--- config.mk ---
export PLATFORM = sky130hd
export DESIGN_NAME = mixed_type_gower_distance_core
export DESIGN_NICKNAME = d
export VERILOG_FILES = /design/src/rtl/mtgd_pkg.sv /design/src/rtl/mtgd_div.sv /design/src/rtl/mtgd_dp.sv /design/src/rtl/mtgd_ctrl.sv /design/src/rtl/mixed_type_gower_distance_core.sv
export SDC_FILE = /design/constraint.sdc
export NUM_CORES = 1
export LEC_CHECK = 0
export ABC_AREA = 1
export BUFFER_PORTS_ARGS = -buffer_cell sky130_fd_sc_hd__buf_2
export CORE_MARGIN = 3
export CORE_UTILIZATION = 40
export CTS_BUF_LIST = sky130_fd_sc_hd__clkbuf_8
export DETAILED_ROUTE_END_ITERATION = 7
export SETUP_SLACK_MARGIN = 0.15
export SLEW_MARGIN = 20
export SYNTH_ARGS = -nofsm -noshare
export SYNTH_HDL_FRONTEND = slang
export SYNTH_SLANG_ARGS = --single-unit
--- constraint.sdc ---
create_clock -name aclk -period 10.6 [get_ports aclk]
set_clock_uncertainty 0.2 [all_clocks]
set_input_delay 1.06 -clock aclk [delete_from_list [all_inputs] [get_ports aclk]]
set_output_delay 1.06 -clock aclk [all_outputs]
set_load 0.1 [all_outputs]
--- src/rtl/mtgd_pkg.sv ---
// ----------------------------------------------------------------------------
// mtgd_pkg: shared types and constants of the Gower distance core
// Field widths, variable type codes, saturation limits and the
// command/status bundles between the controller and the datapath.
// ----------------------------------------------------------------------------
package mtgd_pkg;

    // Build defaults
    localparam int MAX_VARIABLES_DEF = 256;
    localparam int FRAC_BITS_DEF     = 16;

    // Stream widths
    localparam int IN_DATA_W  = 96;   // value_a, value_b, scale
    localparam int IN_USER_W  = 5;    // a_finite, b_finite, var_type
    localparam int OUT_DATA_W = 48;   // distance, terms, zero pad
    localparam int OUT_USER_W = 1;    // is_missing

    // Field widths
    localparam int VAL_W   = 32;
    localparam int TYPE_W  = 3;
    localparam int DIST_W  = 32;
    localparam int TERMS_W = 9;

    // Arithmetic widths
    localparam int SUM_W = 48;        // running sum and term magnitude
    localparam int MAG_W = VAL_W + 2; // |a+b-2.0| of a tie column
    localparam int DVS_W = VAL_W + 1; // divisor: scale or 2*scale

    localparam logic [SUM_W-1:0] SUM_MAX = {1'b0, {(SUM_W-1){1'b1}}};
    localparam logic [SUM_W-1:0] SUM_MIN = {1'b1, {(SUM_W-1){1'b0}}};

    // Variable type codes
    typedef enum logic [TYPE_W-1:0] {
        VT_BINARY      = 3'd0,
        VT_PRESENCE    = 3'd1,
        VT_NOMINAL     = 3'd2,
        VT_ORDINAL     = 3'd3,
        VT_MET_ORDINAL = 3'd4,
        VT_MET_INTERN  = 3'd5,
        VT_METRIC      = 3'd6,
        VT_TIE         = 3'd7
    } var_type_t;

    // Controller to datapath
    typedef struct packed {
        logic load;   // capture input transfer
        logic prep;   // classify item, start term division if needed
        logic acc;    // add term into sum, bump count
        logic fin;    // start sum/count division
        logic emit;   // load output register, clear sum and count
    } mtgd_cmd_t;

    // Datapath to controller
    typedef struct packed {
        logic need_div;
        logic last;
        logic cnt_zero;
        logic div_done;
        logic out_free;
    } mtgd_sts_t;

endpackage

--- src/rtl/mtgd_div.sv ---
// ----------------------------------------------------------------------------
// mtgd_div: shared restoring divider
// One quotient bit per cycle. The quotient
// stays in place after done until the next start.
// ----------------------------------------------------------------------------
module mtgd_div
    import mtgd_pkg::*;
#(
    parameter int DIV_W = 50
) (
    input  logic             aclk,
    input  logic             aresetn,
    input  logic             start,
    input  logic [DIV_W-1:0] dividend,
    input  logic [DVS_W-1:0] divisor,
    output logic             busy,
    output logic             done,
    output logic [DIV_W-1:0] quotient
);

    localparam int STEP_W = $clog2(DIV_W);

    logic [DIV_W-1:0]  quo_reg, quo_next;
    logic [DVS_W-1:0]  rem_reg, rem_next;
    logic [DVS_W-1:0]  dvs_reg, dvs_next;
    logic [STEP_W-1:0] step_reg, step_next;
    logic              busy_reg, busy_next;
    logic              done_reg, done_next;

    logic [DVS_W:0]    trial;
    logic [DVS_W:0]    trial_sub;
    logic              fits;

    // One restoring step: shift in next dividend bit, subtract if it fits
    assign trial     = {rem_reg, quo_reg[DIV_W-1]};
    assign trial_sub = trial - {1'b0, dvs_reg};
    assign fits      = (trial >= {1'b0, dvs_reg});

    always_comb begin
        quo_next  = quo_reg;
        rem_next  = rem_reg;
        dvs_next  = dvs_reg;
        step_next = step_reg;
        busy_next = busy_reg;
        done_next = 1'b0;
        if (start) begin
            quo_next  = dividend;
            rem_next  = '0;
            dvs_next  = divisor;
            step_next = '0;
            busy_next = 1'b1;
        end else if (busy_reg) begin
            quo_next  = {quo_reg[DIV_W-2:0], fits};
            rem_next  = fits ? trial_sub[DVS_W-1:0] : trial[DVS_W-1:0];
            step_next = step_reg + 1'b1;
            if (step_reg == STEP_W'(DIV_W - 1)) begin
                busy_next = 1'b0;
                done_next = 1'b1;
            end
        end
    end

    always_ff @(posedge aclk) begin
        if (!aresetn) begin
            busy_reg <= 1'b0;
            done_reg <= 1'b0;
            step_reg <= '0;
        end else begin
            busy_reg <= busy_next;
            done_reg <= done_next;
            step_reg <= step_next;
        end
    end

    // Operand and result registers
    always_ff @(posedge aclk) begin
        quo_reg <= quo_next;
        rem_reg <= rem_next;
        dvs_reg <= dvs_next;
    end

    assign busy     = busy_reg;
    assign done     = done_reg;
    assign quotient = quo_reg;

endmodule

--- src/rtl/mtgd_dp.sv ---
// ----------------------------------------------------------------------------
// mtgd_dp: Gower distance datapath
// Item register, term classification, saturating sum and term count,
// shared divider and the result output register.
// ----------------------------------------------------------------------------
module mtgd_dp
    import mtgd_pkg::*;
#(
    parameter int MAX_VARIABLES = MAX_VARIABLES_DEF,
    parameter int FRAC_BITS     = FRAC_BITS_DEF
) (
    input  logic                  aclk,
    input  logic                  aresetn,
    input  logic [IN_DATA_W-1:0]  s_tdata,
    input  logic [IN_USER_W-1:0]  s_tuser,
    input  logic                  s_tlast,
    output logic                  m_tvalid,
    input  logic                  m_tready,
    output logic [OUT_DATA_W-1:0] m_tdata,
    output logic [OUT_USER_W-1:0] m_tuser,
    input  mtgd_cmd_t             cmd,
    output mtgd_sts_t             sts
);

    localparam int CNT_W = $clog2(MAX_VARIABLES + 1);
    localparam int NUM_W = MAG_W + FRAC_BITS;
    localparam int DIV_W = (NUM_W > SUM_W) ? NUM_W : SUM_W;

    localparam logic [SUM_W-1:0] ONE_FX  = SUM_W'(1) << FRAC_BITS;
    localparam logic [MAG_W-1:0] TWO_FX  = MAG_W'(2) << FRAC_BITS;
    localparam logic [DIV_W-1:0] POS_LIM = DIV_W'({1'b0, {(DIST_W-1){1'b1}}});
    localparam logic [DIV_W-1:0] NEG_LIM = DIV_W'(1) << (DIST_W - 1);

    // Item register
    logic [VAL_W-1:0]  a_reg, b_reg, sc_reg;
    logic              fa_reg, fb_reg, last_reg;
    var_type_t         vt_reg;

    // Term register
    logic              use_div_reg, neg_reg, counted_reg;
    logic [SUM_W-1:0]  const_reg;

    // Running state
    logic [SUM_W-1:0]  sum_reg, sum_next;
    logic [CNT_W-1:0]  cnt_reg, cnt_next;

    // Output register
    logic                  m_tvalid_reg;
    logic [DIST_W-1:0]     dist_reg;
    logic [TERMS_W-1:0]    terms_reg;
    logic                  miss_reg;

    // Classification
    logic [VAL_W:0]    diff;
    logic [VAL_W:0]    ratio_mag;
    logic [MAG_W-1:0]  tie_sum, tie_mag, num_mag;
    logic              tie_neg, any_pos, is_bin, is_nom, is_tie;
    logic              take, need_div, counted;
    logic [SUM_W-1:0]  const_term;

    // Divider hookup
    logic              div_start, div_busy, div_done;
    logic [DIV_W-1:0]  div_dividend, div_quo;
    logic [DVS_W-1:0]  div_divisor;

    logic [SUM_W-1:0]  sum_mag, q_mag, div_term, term;
    logic [SUM_W:0]    sum_wide;
    logic              cnt_zero, out_free;
    logic [DIST_W-1:0] dist_val;

    // Capture input transfer
    always_ff @(posedge aclk) begin
        if (cmd.load) begin
            a_reg    <= s_tdata[VAL_W-1:0];
            b_reg    <= s_tdata[2*VAL_W-1:VAL_W];
            sc_reg   <= s_tdata[3*VAL_W-1:2*VAL_W];
            fa_reg   <= s_tuser[0];
            fb_reg   <= s_tuser[1];
            vt_reg   <= var_type_t'(s_tuser[2 +: TYPE_W]);
            last_reg <= s_tlast;
        end
    end

    // |a-b| and |a+b-2.0| with sign
    assign diff      = {a_reg[VAL_W-1], a_reg} - {b_reg[VAL_W-1], b_reg};
    assign ratio_mag = diff[VAL_W] ? (~diff + 1'b1) : diff;
    assign tie_sum   = {{2{a_reg[VAL_W-1]}}, a_reg} + {{2{b_reg[VAL_W-1]}}, b_reg} - TWO_FX;
    assign tie_neg   = tie_sum[MAG_W-1];
    assign tie_mag   = tie_neg ? (~tie_sum + 1'b1) : tie_sum;

    assign is_bin  = (vt_reg == VT_BINARY) || (vt_reg == VT_PRESENCE);
    assign is_nom  = (vt_reg == VT_NOMINAL);
    assign is_tie  = (vt_reg == VT_TIE);
    assign any_pos = (!a_reg[VAL_W-1] && (a_reg != '0)) ||
                     (!b_reg[VAL_W-1] && (b_reg != '0));
    assign num_mag = is_tie ? tie_mag : MAG_W'(ratio_mag);

    // Skip non-finite pairs and binary or presence pairs with no positive value
    assign take       = fa_reg && fb_reg && (!is_bin || any_pos);
    assign need_div   = take && !is_nom && (num_mag != '0);
    assign counted    = take && !is_tie;
    assign const_term = (take && is_nom && (a_reg != b_reg)) ? ONE_FX : '0;

    always_ff @(posedge aclk) begin
        if (cmd.prep) begin
            use_div_reg <= need_div;
            neg_reg     <= is_tie && !tie_neg;
            counted_reg <= counted;
            const_reg   <= const_term;
        end
    end

    // Divider operands: term ratio or final sum/count
    assign sum_mag      = sum_reg[SUM_W-1] ? (~sum_reg + 1'b1) : sum_reg;
    assign cnt_zero     = (cnt_reg == '0);
    assign div_start    = (cmd.prep && need_div) || (cmd.fin && !cnt_zero);
    assign div_dividend = cmd.fin ? DIV_W'(sum_mag) : (DIV_W'(num_mag) << FRAC_BITS);
    assign div_divisor  = cmd.fin ? DVS_W'(cnt_reg) :
                          (is_tie ? {sc_reg, 1'b0} : {1'b0, sc_reg});

    mtgd_div #(
        .DIV_W (DIV_W)
    ) u_div (
        .aclk     (aclk),
        .aresetn  (aresetn),
        .start    (div_start),
        .dividend (div_dividend),
        .divisor  (div_divisor),
        .busy     (div_busy),
        .done     (div_done),
        .quotient (div_quo)
    );

    // Saturated, signed term
    assign q_mag    = (div_quo > DIV_W'(SUM_MAX)) ? SUM_MAX : div_quo[SUM_W-1:0];
    assign div_term = neg_reg ? (~q_mag + 1'b1) : q_mag;
    assign term     = use_div_reg ? div_term : const_reg;
    assign sum_wide = {sum_reg[SUM_W-1], sum_reg} + {term[SUM_W-1], term};

    // Sum and count update
    always_comb begin
        sum_next = sum_reg;
        cnt_next = cnt_reg;
        if (cmd.emit) begin
            sum_next = '0;
            cnt_next = '0;
        end else if (cmd.acc) begin
            if (sum_wide[SUM_W] != sum_wide[SUM_W-1]) begin
                sum_next = sum_wide[SUM_W] ? SUM_MIN : SUM_MAX;
            end else begin
                sum_next = sum_wide[SUM_W-1:0];
            end
            if (counted_reg && (cnt_reg < CNT_W'(MAX_VARIABLES))) begin
                cnt_next = cnt_reg + 1'b1;
            end
        end
    end

    always_ff @(posedge aclk) begin
        if (!aresetn) begin
            sum_reg <= '0;
            cnt_reg <= '0;
        end else begin
            sum_reg <= sum_next;
            cnt_reg <= cnt_next;
        end
    end

    // Final quotient, saturated to 32-bit signed
    always_comb begin
        if (sum_reg[SUM_W-1]) begin
            dist_val = (div_quo > NEG_LIM) ? NEG_LIM[DIST_W-1:0]
                                           : (~div_quo[DIST_W-1:0] + 1'b1);
        end else begin
            dist_val = (div_quo > POS_LIM) ? POS_LIM[DIST_W-1:0] : div_quo[DIST_W-1:0];
        end
    end

    // Output register
    assign out_free = !m_tvalid_reg || m_tready;

    always_ff @(posedge aclk) begin
        if (!aresetn) begin
            m_tvalid_reg <= 1'b0;
        end else if (cmd.emit) begin
            m_tvalid_reg <= 1'b1;
        end else if (m_tready) begin
            m_tvalid_reg <= 1'b0;
        end
    end

    always_ff @(posedge aclk) begin
        if (cmd.emit) begin
            dist_reg  <= cnt_zero ? '0 : dist_val;
            terms_reg <= TERMS_W'(cnt_reg);
            miss_reg  <= cnt_zero;
        end
    end

    assign m_tvalid = m_tvalid_reg;
    assign m_tdata  = OUT_DATA_W'({terms_reg, dist_reg});
    assign m_tuser  = miss_reg;

    assign sts.need_div = need_div;
    assign sts.last     = last_reg;
    assign sts.cnt_zero = cnt_zero;
    assign sts.div_done = div_done;
    assign sts.out_free = out_free;

    // Checks
    a_div_idle_on_start: assert property (@(posedge aclk) disable iff (!aresetn)
        div_start |-> !div_busy)
        else $error("divider started while busy");

    a_clear_after_emit: assert property (@(posedge aclk) disable iff (!aresetn)
        cmd.emit |=> (sum_reg == '0) && (cnt_reg == '0))
        else $error("sum or count not cleared after result");

    a_cnt_bound: assert property (@(posedge aclk) disable iff (!aresetn)
        cnt_reg <= CNT_W'(MAX_VARIABLES))
        else $error("term count above limit");

    a_missing_zero: assert property (@(posedge aclk) disable iff (!aresetn)
        (m_tvalid_reg && miss_reg) |-> (dist_reg == '0) && (terms_reg == '0))
        else $error("missing result carries nonzero fields");

endmodule

--- src/rtl/mtgd_ctrl.sv ---
// ----------------------------------------------------------------------------
// mtgd_ctrl: Gower distance controller
// Sequences one item at a time: capture, classify, divide if needed,
// accumulate, and on the last item the final division and result hand-off.
// ----------------------------------------------------------------------------
module mtgd_ctrl
    import mtgd_pkg::*;
(
    input  logic      aclk,
    input  logic      aresetn,
    input  logic      s_tvalid,
    output logic      s_tready,
    input  mtgd_sts_t sts,
    output mtgd_cmd_t cmd
);

    typedef enum logic [2:0] {
        ST_IDLE,
        ST_PREP,
        ST_DIV,
        ST_ACC,
        ST_FIN,
        ST_FDIV,
        ST_EMIT
    } state_t;

    state_t state_reg, state_next;
    logic   tready_reg, tready_next;
    logic   load;

    assign load = s_tvalid && tready_reg;

    // Next state
    always_comb begin
        state_next = state_reg;
        case (state_reg)
            ST_IDLE: begin
                if (load) state_next = ST_PREP;
            end
            ST_PREP: begin
                state_next = sts.need_div ? ST_DIV : ST_ACC;
            end
            ST_DIV: begin
                if (sts.div_done) state_next = ST_ACC;
            end
            ST_ACC: begin
                state_next = sts.last ? ST_FIN : ST_IDLE;
            end
            ST_FIN: begin
                state_next = sts.cnt_zero ? ST_EMIT : ST_FDIV;
            end
            ST_FDIV: begin
                if (sts.div_done) state_next = ST_EMIT;
            end
            ST_EMIT: begin
                if (sts.out_free) state_next = ST_IDLE;
            end
            default: begin
                state_next = ST_IDLE;
            end
        endcase
        tready_next = (state_next == ST_IDLE);
    end

    // State and registered ready
    always_ff @(posedge aclk) begin
        if (!aresetn) begin
            state_reg  <= ST_IDLE;
            tready_reg <= 1'b1;
        end else begin
            state_reg  <= state_next;
            tready_reg <= tready_next;
        end
    end

    // Datapath commands
    assign cmd.load = load;
    assign cmd.prep = (state_reg == ST_PREP);
    assign cmd.acc  = (state_reg == ST_ACC);
    assign cmd.fin  = (state_reg == ST_FIN);
    assign cmd.emit = (state_reg == ST_EMIT) && sts.out_free;

    assign s_tready = tready_reg;

endmodule

--- src/rtl/mixed_type_gower_distance_core.sv ---
// An item that needs a ratio waits on the shared one-bit-per-cycle divider;
// other items skip it. A last item adds the sum/count division, unless no
// term was counted, before the result is offered.
// Throughput: one item at a time; s_tready is high only between items.
// Reset (aresetn low, synchronous) clears sum, count, state and the output valid.
// ----------------------------------------------------------------------------
// mixed_type_gower_distance_core: Gower distance with ordinal tie correction
// Accumulates per-variable contributions of an observation pair and emits
// the saturated mean on the item flagged by s_tlast.
// ----------------------------------------------------------------------------
module mixed_type_gower_distance_core
    import mtgd_pkg::*;
#(
    parameter int MAX_VARIABLES = MAX_VARIABLES_DEF,
    parameter int FRAC_BITS     = FRAC_BITS_DEF
) (
    input  logic                  aclk,
    input  logic                  aresetn,
    input  logic                  s_tvalid,
    output logic                  s_tready,
    input  logic [IN_DATA_W-1:0]  s_tdata,   // value_a, value_b, scale
    input  logic [IN_USER_W-1:0]  s_tuser,   // a_finite, b_finite, var_type
    input  logic                  s_tlast,
    output logic                  m_tvalid,
    input  logic                  m_tready,
    output logic [OUT_DATA_W-1:0] m_tdata,   // distance, terms, zero pad
    output logic [OUT_USER_W-1:0] m_tuser    // is_missing
);

    mtgd_cmd_t cmd;
    mtgd_sts_t sts;

    mtgd_ctrl u_ctrl (
        .aclk     (aclk),
        .aresetn  (aresetn),
        .s_tvalid (s_tvalid),
        .s_tready (s_tready),
        .sts      (sts),
        .cmd      (cmd)
    );

    mtgd_dp #(
        .MAX_VARIABLES (MAX_VARIABLES),
        .FRAC_BITS     (FRAC_BITS)
    ) u_dp (
        .aclk     (aclk),
        .aresetn  (aresetn),
        .s_tdata  (s_tdata),
        .s_tuser  (s_tuser),
        .s_tlast  (s_tlast),
        .m_tvalid (m_tvalid),
        .m_tready (m_tready),
        .m_tdata  (m_tdata),
        .m_tuser  (m_tuser),
        .cmd      (cmd),
        .sts      (sts)
    );

endmodule

# [After elaboration in Yosys (flattened, before gate mapping)]
# Cells that the tools add are included.
[totals] in_bits=106 register_bits=381 out_inout_bits=51 word_cells=139
[op_classes] eq_ne=12 n_mux=33 reduce_logical=42 bitwise=8 n_addsub=12 order_cmp=5
[ops] op="$mux 48" count=6
[ops] op="$mux 50" count=3
[ops] op="$mux 32" count=4
[ops] op="$add 48x1->48 const B" count=2
[ops] op="$not 48->48" count=2
[ops] op="$mux 34" count=2
[ops] op="$mux 33" count=2
[ops] op="$reduce_bool 32->1" count=2
[ops] op="$gt 50x31->1 const B" count=1
[ops] op="$gt 50x32->1 const B" count=1
[ops] op="$gt 50x47->1 const B" count=1
[ops] op="$add 48x48->49" count=1
[ops] op="$add 34x1->34 const B" count=1
[ops] op="$ge 34x33->1" count=1
[ops] op="$not 34->34" count=1
[ops] op="$reduce_bool 34->1" count=1
[ops] op="$sub 34x18->34 const B" count=1
[ops] op="$add 32x32->33" count=1
[ops] op="$add 33x1->33 const B" count=1
[ops] op="$not 33->33" count=1
[ops] op="$sub 32x32->33" count=1
[ops] op="$sub 33x33->33" count=1
[ops] op="$add 32x1->32 const B" count=1
[ops] op="$ne 32x32->1" count=1
[ops] op="other kinds (25)" count=73

# [Longest topological paths before layout]
[logic_depth] depth_word=11 ltp_mapped=39 ltp_nobuf=37

# [By module]
# A second synthesis with hierarchy kept.
[hier_totals] hier_cells=4938 hier_area_um2=31310.0
[modules_own_cells] mod="mtgd_dp" n_inst=1 cells_per_inst=3794 area_each_um2=23243.5 seq_area_each_um2=5605.4
[modules_own_cells] mod="mtgd_div" n_inst=1 cells_per_inst=1094 area_each_um2=7767.4 seq_area_each_um2=3313.2
[modules_own_cells] mod="mtgd_ctrl" n_inst=1 cells_per_inst=50 area_each_um2=299.0 seq_area_each_um2=80.1

# [Worst setup path before layout]
# OpenSTA, ideal clock, no wires.
[synth_path] path_kind="register to register" start="register u_dp.u_div.quo_reg[49] (netlist: u_dp.u_div.quotient[49])" end="register u_dp.sum_reg[13]" synth_period_minus_slack_ns=5.933 path_buffers=5 t_required_ns=10.278 setup_ns=0.122 setup_slack_ns=4.667 path_stages_with_launch=37 t_arrival_ns=5.611 path_cell_list="edfxtp_1 > nor2_1 > inv_1 > nor2_2 > clkinv_1 > clkbuf_1 > clkbuf_1 > buf_1 > nor2_1 > ha_1 > inv_1 > nor3_1 > inv_1 > nor2_1 > inv_1 > nor3_1 > or2_2 > inv_1 > o21ai_0 > a21oi_1 > ha_1 > nand2_1 > nor2_1 > inv_1 > o21bai_1 > a21boi_1 > o21ai_0 > a21boi_1 > o21ai_0 > a21boi_1 > o21ai_0 > xor2_1 > nor2_1 > nor2_1 > buf_2 > buf_2 > a21oi_1"
[synth_between] elab_chain_cells=9 elab_cells_between_ends=10 cone_classes="add/sub (2); order compare (1); eq/ne (1); mux (5); bitwise (1)"
[synth_rtl] element="start, declared" line_no="mtgd_div.sv:23" source="logic [DIV_W-1:0] quo_reg, quo_next;"
[synth_rtl] element="start signal, assigned" line_no="mtgd_div.sv:77" source="quo_reg <= quo_next;"
[synth_rtl] element="$gt 50x47->1 *" line_no="mtgd_dp.sv:135" source="assign q_mag = (div_quo > DIV_W'(SUM_MAX)) ? SUM_MAX : div_quo[SUM_W-1:0];"
[synth_rtl] element="$mux 48 *" line_no="mtgd_dp.sv:135"
[synth_rtl] element="$not 48->48" line_no="mtgd_dp.sv:136" source="assign div_term = neg_reg ? (~q_mag + 1'b1) : q_mag;"
[synth_rtl] element="$add 48x1->48" line_no="mtgd_dp.sv:136"
[synth_rtl] element="$mux 48 *" line_no="mtgd_dp.sv:136"
[synth_rtl] element="$mux 48 *" line_no="mtgd_dp.sv:137" source="assign term = use_div_reg ? div_term : const_reg;"
[synth_rtl] element="$add 48x48->49 *" line_no="mtgd_dp.sv:138" source="assign sum_wide = {sum_reg[SUM_W-1], sum_reg} + {term[SUM_W-1], term};"
[synth_rtl] element="$mux 48 or $ne 1x1->1 (tied branches)" line_no="mtgd_dp.sv:149, mtgd_dp.sv:148"
[synth_rtl] element="$mux 48 *" line_no="mtgd_dp.sv:148" source="if (sum_wide[SUM_W] != sum_wide[SUM_W-1]) begin"
[synth_rtl] element="end signal, assigned" line_no="mtgd_dp.sv:164" source="sum_reg <= sum_next;"
[synth_rtl] element="end, declared" line_no="mtgd_dp.sv:44" source="logic [SUM_W-1:0] sum_reg, sum_next;"
# Every way passes the cells marked *; elsewhere a longest branch is shown, timed or not.
# A chain may end at the register's enable or synchronous reset.

# [Worst setup path after layout]
[layout_path] start="register u_dp.u_div.quo_reg[49] (netlist: u_dp.u_div.quotient[49])" end="register u_dp.sum_reg[41]"
# The elaborated chain is that of the path after synthesis.

==> flow_metrics.py <==
metrics = {
    "global_routing": {
        "groute.usage.overall_pct": 25.1,
        "grtUsageMet3_pct": 3.39,
        "grt_first_pass_wirelength_um": 157000,
        "grt-busiest-layer": "met2",
        "antenna_found_initial": 1,
        "grtUsageMet1_pct": 35.7,
        "grt_max_degree": 151,
        "gr-total-overflow": 0,
        "grt_pass1_vias": 27700,
        "use_met2_pct": 38.9,
    },
    "flow_run": {
        "drv_cap": 0,
    },
    "routing": {
        "via_per_inst": 5.39,
        "drt_iter0_markers": 2881,
        "wl_per_cell_um": 18.2,
        "ant_nets": 0,
        "first_pass_iters": 7,
        "post-route-drc-count": 0,
        "num_vias": 29900,
        "wl_um": 101000,
    },
    "sta": {
        "setup-tns-final_ns": 0,
        "report.final.slew_viol_count": 0,
        "setup_viol": 0,
        "hold_violations": 0,
        "fmax_mhz": 136,
        "setup_slack_ns": 3.24,
        "fin_crit_ns": 7.36,
        "rsz0062_at_grt": "false",
        "fin_crit_sh_pct": 69.4,
        "slew_headroom_pct": 23.4,
        "tightestPinTransition_ns": 1.14,
    },
    "floorplan": {
        "start_util_pct": 40.8,
        "num_rows": 99,
        "die_w_um": 280,
        "io_pins": 157,
        "fp.coreArea_um2": 73700,
        "fp.dieArea_um2": 78500,
        "die_h_um": 280,
    },
    "setup_path": {
        "r2r_slack_ns": 3.24,
        "cp-startpoint": "u_dp.u_div.quotient[49]$_DFFE_PP_",
        "cp.arrival_ns": 7.70,
        "critPathKind": "flip-flop to flip-flop",
        "end_kind": "flip-flop",
        "r2r-start": "u_dp.u_div.quotient[49]$_DFFE_PP_",
        "critPathRequiredTime_ns": 10.94,
        "r2r_end": "u_dp.sum_reg[41]$_SDFFE_PP0N_",
        "startpoint_type": "flip-flop",
        "max_stage_delay_ns": 0.46,
        "crit_top_cell": "inv_1",
        "r2r.worst_path.cells": 33,
        "critical_path.max_fanout": 41,
        "slowest_stage": "buf_4",
    },
    "placement": {
        "place_inst": 5430,
        "hpwl_um": 78100,
        "place_congestion": 0.953,
        "portBuffers": 149,
        "place_ws_ns": 3.43,
    },
    "yosys": {
        "postSynthCellCount": 4447,
        "syn_area_um2": 30100,
        "ys_seq_elements": 334,
        "synth.distinct_cells": 73,
        "synth_async_sr_flop_share_pct": 0,
        "synth_edf_count": 231,
        "yosysTopAreaCellShare_pct": 23.1,
        "synthTopCellsByCount": "1112 x nand2_1, 507 x inv_1, 478 x nor2_1, 356 x a21oi_1, 303 x o21ai_0",
        "synth_top_area_cell": "edfxtp_1",
        "synth_ff_type": "edfxtp_1",
        "avgSynthCellArea_um2": 6.76,
        "yosysSeqAreaShare_pct": 29.9,
        "synth_area_leaders": "edfxtp_1 23%, nand2_1 14%, dfxtp_1 6.9%",
        "yosysMostFrequentCell": "nand2_1",
        "ys_warn_count": 0,
    },
    "power_and_ir_drop": {
        "p_leak_nw": 14.6,
        "finalPower_mw": 5.27,
        "peakVddDrop_mv": 0.113,
        "powerDensity_nw_per_um2": 162,
    },
    "clock_tree": {
        "post_cts_buffers": 0,
        "clkLatencyLatePin_ns": 0.67,
        "cts-root-buf": "clkbuf_8",
        "cts_sinks": 334,
        "cts_buffers": 61,
        "hold_buffers": 0,
        "ctsResizeCount": 0,
        "path_clk_slew_ns": 0.06,
        "cts.htree.levels": 2,
        "clockBufferDepth": 3,
        "tritoncts": "done",
    },
    "worst_hold_path": {
        "min-delay-path-class": "flip-flop to flip-flop",
        "hold_end": "u_dp.terms_reg[4]$_DFFE_PP_",
        "whs_path_depth": 0,
        "hold_path_startpoint": "u_dp.cnt_reg[4]$_SDFFE_PP0P_",
    },
    "layout": {
        "final_util_pct": 44.1,
        "largest_reg_flops": 50,
        "drive_above_1_share_pct": 11.2,
        "layoutNonFillerInstCount": 5544,
        "fin_nets": 4801,
        "area_growth_pct": 8.19,
    },
    "run_status": {
        "status": "finished, final reports clean",
    },
}
-- worst max-delay path: cells and delay by family, from the launching register on --
family / cells / cell delay (ns)
fa+ha+maj: 1 / 0.34
compound gates: 10 / 2.36
xor+xnor: 1 / 0.21
flops: 1 / 0.41
simple gates: 11 / 2.01
buf+inv: 10 / 1.65
-- metal layers --
layer  wire length [um]  part of all wire [%]  vias to the layer above
met1              46500                    46                    13700
li1                   -                     -                    14900
met2              43500                    43                     1079
met5                  0                     0                        -
met3               7050                   7.0                      174
met4               3770                   3.7                        0
-- worst max-delay path by stage --
| stage | end | slack (ns) | depth (start not counted) |
|---|---|---|---|
| finish | u_dp.sum_reg[41]$_SDFFE_PP0N_ | 3.24 | 33 |
| global route | u_dp.sum_reg[42]$_SDFFE_PP0N_ | 2.58 | 33 |
| CTS | u_dp.sum_reg[42]$_SDFFE_PP0N_ | 3.42 | 33 |
| detailed placement | u_dp.sum_reg[5]$_SDFFE_PP0N_ | 3.43 | 30 |
| global placement | u_dp.sum_reg[5]$_SDFFE_PP0N_ | 3.57 | 33 |
| floorplan | u_dp.sum_reg[13]$_SDFFE_PP0N_ | 4.67 | 36 |
-- per-stage QoR --
| step | hold WS (ns) | instance area, um^2 |
|---|---|---|
| 6_report | 0.231 | 32500 |
| 5_1_grt | 0.234 | 32500 |
| 4_1_cts | 0.230 | 32500 |
| 3_5_place_dp | 0.215 | 31300 |
| 3_3_place_gp | 0.219 | 31300 |
| 2_1_floorplan | 0.208 | 30100 |
-- placed cells by master, fill, tap and decap left out, types with 81 or more instances in the layout --
| master | instances |
|---|---|
| inv_1 | 526 |
| xor2_1 | 81 |
| o21ai_0 | 303 |
| ha_1 | 156 |
| edfxtp_1 | 231 |
| buf_2 | 149 |
| nor3_1 | 100 |
| nor2_1 | 474 |
| nand3_1 | 263 |
| nand2_1 | 1110 |
| dfxtp_1 | 103 |
| a21oi_1 | 356 |
-- cell families (layout without fill, tap and decap cells) --
kind of cell | after synthesis | in the layout | share of synthesized area, %
other | 1 | 8 | 0.0125
adder cells (fa/ha/maj) | 160 | 160 | 6.76
buffers and inverters | 717 | 848 | 10.4
XOR/XNOR | 134 | 134 | 3.93
AO/OA/AOI/OAI | 865 | 865 | 16.1
AND/OR/NAND/NOR | 2230 | 2230 | 32.7
flip-flops | 334 | 334 | 29.9
multiplexers | 6 | 6 | 0.200
-- power breakdown --
part	internal [mW]	total, mW	switching [mW]
logic	0.679	2.40	1.72
registers	1.52	1.62	0.0982
clock network	0.663	1.25	0.584
total	2.86	5.27	2.40
-- final cells by class --
class	instances	area (um^2)
Antenna cell	1	2.50
Clock buffer	68	936
Clock inverter	44	282
Fill cell	7726	41200
Inverter	560	2120
Multi-Input combinational cell	3402	18000
Sequential cell	334	9000
Tap cell	959	1200
Timing Repair Buffer	176	968
Note: power is estimated with default switching activity, not from simulation.
